### src/hdl/mqce_ram.sv
// Generic one-write, one-read RAM with registered read data.
module mqce_ram #(
  parameter int WIDTH = 8,
  parameter int DEPTH = 16,
  localparam int AW = (DEPTH > 1) ? $clog2(DEPTH) : 1
) (
  input  logic             clk_i,
  input  logic             we_i,
  input  logic [AW-1:0]    waddr_i,
  input  logic [WIDTH-1:0] wdata_i,
  input  logic [AW-1:0]    raddr_i,
  output logic [WIDTH-1:0] rdata_o
);

  logic [WIDTH-1:0] mem_q [DEPTH];
  logic [WIDTH-1:0] rdata_q;

  // Write port and registered read port; a same-address read returns old data
  always_ff @(posedge clk_i) begin
    if (we_i) begin
      mem_q[waddr_i] <= wdata_i;
    end
    rdata_q <= mem_q[raddr_i];
  end

  assign rdata_o = rdata_q;

endmodule

### config.mk
export PLATFORM = sky130hd
export DESIGN_NAME = mqce_ram
export DESIGN_NICKNAME = d
export VERILOG_FILES = /design/src/hdl/mqce_ram.sv
export SDC_FILE = /design/constraint.sdc
export NUM_CORES = 1
export LEC_CHECK = 0
export BUFFER_PORTS_ARGS = -buffer_cell sky130_fd_sc_hd__buf_2
export CAP_MARGIN = 0
export CORE_UTILIZATION = 45
export DETAILED_ROUTE_END_ITERATION = 10
export GPL_TIMING_DRIVEN = 0
export SKIP_LAST_GASP = 1
export SLEW_MARGIN = 20
export SYNTH_ARGS = -nofsm -noshare
export SYNTH_HDL_FRONTEND = slang
export SYNTH_SLANG_ARGS = --single-unit
### constraint.sdc
create_clock -name clk_i -period 1.73 [get_ports clk_i]
set_clock_uncertainty 0.2 [all_clocks]
set_input_delay 0.173 -clock clk_i [delete_from_list [all_inputs] [get_ports clk_i]]
set_output_delay 0.173 -clock clk_i [all_outputs]
set_load 0.02 [all_outputs]
==> out/qor.yml, run 1 <==
global_route:
  grt_pass1_wl_um: 14400
  grt_antenna_before_repair: 0
  grtUsageTotal: 0.185
  grt-ovfl-total: 0
  grt_pass1_vias: 2423
  grt_start_max_net_pins: 17
clock_tree:
  clockRootBuffer: "clkbuf_16"
  cts.sinks: 136
  htree_levels: 4
  cts-buffers-inserted: 17
  cts_tree: "yes"
  clk_latency_ns: 0.41
  clock_path_buffers: 2
  post-cts-setup-buffers: 0
  clkSlewWorstSetupHoldPaths_ns: 0.05
hold_path:
  hold_start: "raddr_i[0]"
  min_path_type: "in2reg"
  worstHoldPathCells: 4
  holdPathEnd: "rdata_o[7]$_DFF_P_"
die:
  die_w_um: 109
  fp.dieH_um: 109
  initial_utilization: 0.469
  die_area_um2: 11900
  coreArea_um2: 11000
  rows: 38
  num_io_pins: 26
timing:
  hold_viol: 0
  setup_viol: 0
  maxSlewHeadroom: 0.440
  post-route-period-util: 0.963
  fmax_mhz: 600
  report.final.slew_viol_count: 0
  worstMarginPinSlew_ns: 0.836
  rsz0062_at_grt: "no"
  fin_crit_ns: 1.67
cells_and_area:
  fin_util: 0.555
  regArea_um2: 4000
  nets: 298
  area_growth_syn_to_layout_pct: 18.4
  fillers: 825
  multi_input_area_um2: 1080
  drive_above_1_share: 0.300
  final_cell_area_um2: 6090
  num_antenna_cells: 0
worst_setup_path:
  max_stage_delay_ns: 0.66
  cp.arrival_ns: 1.50
  rr_worst_depth: 3
  worstSetupEndpointType: "flip-flop"
  path_class: "in2reg"
  r2r_end: "rdata_o[0]$_DFF_P_"
  cp_max_fo: 8
  cp.required_ns: 1.56
  r2r_slack_ns: 0.10
  cp-start-kind: "input pin"
  cp_cell_sequence: "buf_2, or3b_2, nor2_1"
  slowest_stage: "nor2_1"
  reg2reg_from: "mem_q[5][0]$_DFFE_PP_"
placement:
  placed_area_um2: 5460
  place_congestion: 0.693
  io_buffer_count: 24
  post-dp-hpwl_um: 6010
logic_synthesis:
  synth_top_family_by_area: "multiplexers"
  synth_edf_count: 128
  synth_area_leaders: "edfxtp_1 (75%), mux4_2 (7.9%), mux4_1 (7.1%)"
  synthFlopType: "edfxtp_1"
  syn_nets: 247
  synthCells: 229
  yosys.area.top_type: "edfxtp_1"
  syn_avg_cell_area_um2: 22.5
  yosys.area_share.xor_xnor: 0
  synthArstFlopShare: 0
  synthAdderAreaFrac: 0
  synth_seq_area_share: 0.778
  yosysTopAreaCellShare: 0.747
  synth-simple-area-share: 0.0318
  ys.warnings.count: 0
  synth_compound_area_frac: 0.0233
  synth.area.mux_share: 0.150
  syn_area_um2: 5150
  ys_ff_latch: 136
  synth_cell_type_count: 19
routing:
  vias_per_cell: 5.44
  drt_pass1_iterations: 4
  num_vias: 2354
  antenna_left: 0
  drtIter0Drc: 131
  remaining_drc_errors: 0
  totalWireLength_um: 9630
  avgRoutedWirePerCell_um: 22.2
pwr:
  powerDensity_nw_per_um2: 1210
  vdd_drop_max_mv: 0.661
  p_leak_uw: 0.00206
job:
  cap_viol_max_count: 0
status:
  status: "finished clean"
==> through the flow <==
stage                     total power, uW  hold WS [ns]  setup WS (ns)  cells  setup TNS, ns
after detailed placement             4150         0.387         -0.342    393         -16.00
after global routing                 7630        0.0806        0.00595    433              0
after global placement               4130         0.372         -0.502    393         -22.25
final                                7400        0.0583         0.0645    433              0
after CTS                            7440        0.0442         0.0206    433              0
after floorplan                      3980        0.0719         0.0909    229              0
==> synthesized netlist by cell type (all sizes together) (2+ instances only) <==
library cell,number
edfxtp,128
nand2b,2
clkdlybuf4s25,3
mux4,32
dfxtp,8
a22oi,16
nand2,9
nor2,13
nor3,4
nand3b,2
buf,7
==> worst max path at each step <==
stage	from	endpoint	depth (start not counted)
2_1_floorplan	waddr_i[2]	mem_q[3][0]$_DFFE_PP_	2
3_3_place_gp	waddr_i[2]	mem_q[8][1]$_DFFE_PP_	3
3_5_place_dp	waddr_i[2]	mem_q[2][2]$_DFFE_PP_	3
4_1_cts	mem_q[5][0]$_DFFE_PP_	rdata_o[0]$_DFF_P_	3
5_1_grt	waddr_i[2]	mem_q[1][0]$_DFFE_PP_	3
6_report	waddr_i[2]	mem_q[1][7]$_DFFE_PP_	3
==> repair_timing <==
action | in CTS | in global routing
resized for setup | 0 | 0
hold endpoints to repair | 128 | 0
hold buffers | 8 | 0
==> layout make-up <==
type,count,area share
flip-flops and latches,136,0.657
multi-input cells,83,0.177
clock buffers,21,0.0772
repair buffers,32,0.0329
well taps,140,0.0287
plain buffers,10,0.0142
clock inverters,11,0.0131
==> report_power, final <==
| group | switching (uW) | internal, uW | total, uW |
|---|---|---|---|
| Combinational | 230 | 159 | 388 |
| Sequential | 15.6 | 3690 | 3700 |
| Clock | 1250 | 2060 | 3310 |
==> critical path, delay by kind of cell <==
kind,cells,cell delay (ns)
and+or+nand+nor,2,1.20
buffers and inverters,1,0.12
==> sequential cells by signal, summed over array words and instances, names as in the netlist <==
name     cells
mem_q      128
rdata_o      8
==> layout by cell type, fill, tap and decap left out, types with 4 or more instances in the layout <==
cell,Yosys,routed
nand2_1,9,9
dlygate4sd3_1,0,8
mux4_1,14,14
edfxtp_1,128,128
mux4_2,18,18
nor2_1,13,13
clkinv_2,0,10
clkbuf_16,0,17
a22oi_1,16,16
buf_2,3,27
nor3_2,0,4
dfxtp_1,8,8
==> per-layer routing <==
| metal | track usage | part of all wire | vias up |
|---|---|---|---|
| met5 | 0 | 0 | - |
| met4 | 0.0917 | 0.018 | 0 |
| met3 | 0.0436 | 0.034 | 10 |
| met2 | 0.274 | 0.47 | 50 |
| met1 | 0.259 | 0.47 | 1217 |
| li1 | - | - | 1077 |
==> logic make-up (layout without fill, tap and decap cells) <==
| kind of cell | after synthesis | count (layout) |
|---|---|---|
| flip-flops | 136 | 136 |
| AO/OA/AOI/OAI | 16 | 16 |
| buffers and inverters | 10 | 74 |
| AND/OR/NAND/NOR | 35 | 35 |
| multiplexers | 32 | 32 |
No activity file was read; power rests on OpenSTA's default activity.
==> run 2, diff against run 1 <==
clock period = 1.6 ns   (was 1.73 ns; I/O delays follow)
==> out/qor.yml, run 2 (synthesized netlist as in run 1, its figures left out) <==
worst_setup_path:
  worstSetupEndpointType: "flip-flop"  # unchanged
  path_class: "in2reg"  # unchanged
  cp.arrival_ns: 1.47  # was 1.50 ns
  cp.required_ns: 1.43  # was 1.56 ns
  cp_max_fo: 8  # unchanged
  cp-start-kind: "input pin"  # unchanged
cells_and_area:
  final_cell_mix: "edfxtp_1 (128), buf_2 (27), mux4_2 (19)"  # was edfxtp_1 (128), buf_2 (27), mux4_2 (18)
  top_register: "mem_q"  # unchanged
  nets: 298  # unchanged
  mostFrequentLayoutCell: "edfxtp_1"  # unchanged
  largest_register_ffs: 128  # unchanged
  drive_above_1_share: 0.328  # was 0.300
  area_growth_syn_to_layout_pct: 18.9  # was 18.4%
  fillers: 820  # was 825
  stdcell_count: 433  # unchanged
  num_antenna_cells: 0  # unchanged
  final_cell_area_um2: 6120  # was 6090 um^2
timing:
  whs_ns: 0.0460  # was 0.0583 ns
  hold_viol: 0  # unchanged
  worstMarginPinSlew_ns: 0.825  # was 0.836 ns
  fin_ws_ns: -0.0420  # was 0.0645 ns
  maxSlewHeadroom: 0.448  # was 0.440
  post-route-period-util: 1.03
  report.final.slew_viol_count: 0  # unchanged
  fin_crit_ns: 1.64
  fmax_mhz: 609
  setup_viol: 8  # was 0
  rsz0062_at_grt: "yes"  # was no
pwr:
  powerDensity_nw_per_um2: 1310  # was 1210 nW/um^2
  p_leak_uw: 0.00206  # about the same
  finalPower_uw: 8000  # was 7400 uW
  vdd_drop_max_mv: 0.711  # was 0.661 mV
global_route:
  grtUsageTotal: 0.185  # about the same
  grt_pass1_wl_um: 14400  # about the same
  grt_start_max_net_pins: 17  # unchanged
  grt-ovfl-total: 0  # unchanged
  grt_pass1_vias: 2425  # was 2423
  grt_antenna_before_repair: 0  # unchanged
clock_tree:
  clk_latency_ns: 0.41  # about the same
  cts_tree: "yes"  # unchanged
  cts-buffers-inserted: 17  # unchanged
  clock_path_buffers: 2  # unchanged
  post-cts-setup-buffers: 0  # unchanged
  cts.sinks: 136  # unchanged
  htree_levels: 4  # unchanged
  clkSlewWorstSetupHoldPaths_ns: 0.05  # about the same
  clockRootBuffer: "clkbuf_16"  # unchanged
routing:
  totalWireLength_um: 9640  # was 9630 um
  drt_pass1_iterations: 4  # unchanged
  vias_per_cell: 5.40  # was 5.44
  remaining_drc_errors: 0  # unchanged
  num_vias: 2338  # was 2354
  antenna_left: 0  # unchanged
  avgRoutedWirePerCell_um: 22.3  # was 22.2 um
  drtIter0Drc: 110  # was 131
placement:
  place_ws_ns: -0.459  # was -0.342 ns
  post-dp-hpwl_um: 6010  # unchanged
  io_buffer_count: 24  # unchanged
  placed_area_um2: 5460  # unchanged
  dp_cells: 393  # unchanged
  place_congestion: 0.693  # unchanged
hold_path:
  min_path_type: "in2reg"  # unchanged
status:
  status: "finished, violations left"  # was finished clean
  violations: "negative setup slack"
die:
  rows: 38  # unchanged
  num_io_pins: 26  # unchanged
  fp.dieH_um: 109  # unchanged
  die_area_um2: 11900  # unchanged
  die_w_um: 109  # unchanged
  coreArea_um2: 11000  # unchanged
  initial_utilization: 0.469  # unchanged
job:
  cap_viol_max_count: 0  # unchanged
[run 2: layout make-up]
cell class              instances  area [um^2]  share of cell area
well taps                     140          175              0.0286
clock buffers                  21          470              0.0769
multi-input cells              83         1100               0.180
plain buffers                  10         86.3              0.0141
clock inverters                11         80.1              0.0131
flip-flops and latches        136         4000               0.654
repair buffers                 32          200              0.0327
[run 2: report_power, final]
| group | internal (uW) | switching (uW) |
|---|---|---|
| combinational | 176 | 254 |
| clock | 2230 | 1340 |
| sequential | 3990 | 16.9 |
[run 2: repair_timing]
item / CTS / global route
endpoints found under the setup margin: 25 / 21
endpoints found under the hold margin: 128 / 0
gates resized for setup: 3 / 5
hold buffers: 8 / 0
pin swaps: 0 / 1
[run 2: per-stage QoR]
stage	utilization	TNS [ns]
after floorplan	-	-0.703
after global placement	0.496	-37.88
after detailed placement	0.497	-30.76
after CTS	0.556	-0.319
after global routing	0.557	-0.862
final	0.557	-0.312
[run 2: worst paths after layout]
check	from	end	slack (ns)	cells past startpoint
max reg2reg	mem_q[1][0]$_DFFE_PP_	rdata_o[0]$_DFF_P_	0.05	3
max	waddr_i[2]	mem_q[3][7]$_DFFE_PP_	-0.04	3
min	raddr_i[0]	rdata_o[7]$_DFF_P_	0.05	4
min reg2reg	mem_q[11][2]$_DFFE_PP_	rdata_o[2]$_DFF_P_	0.48	3
[run 2: critical path: stages]
cell,delay (ns)
buf_2,0.12
or3b_2,0.55
nor2_1,0.64
[run 2: per-layer routing]
metal | track usage | wire [um] | vias up
met5 | 0 | 0 | -
met4 | 0.0917 | 139 | 0
met3 | 0.0436 | 360 | 9
met2 | 0.273 | 4590 | 52
met1 | 0.259 | 4550 | 1203
li1 | - | - | 1074
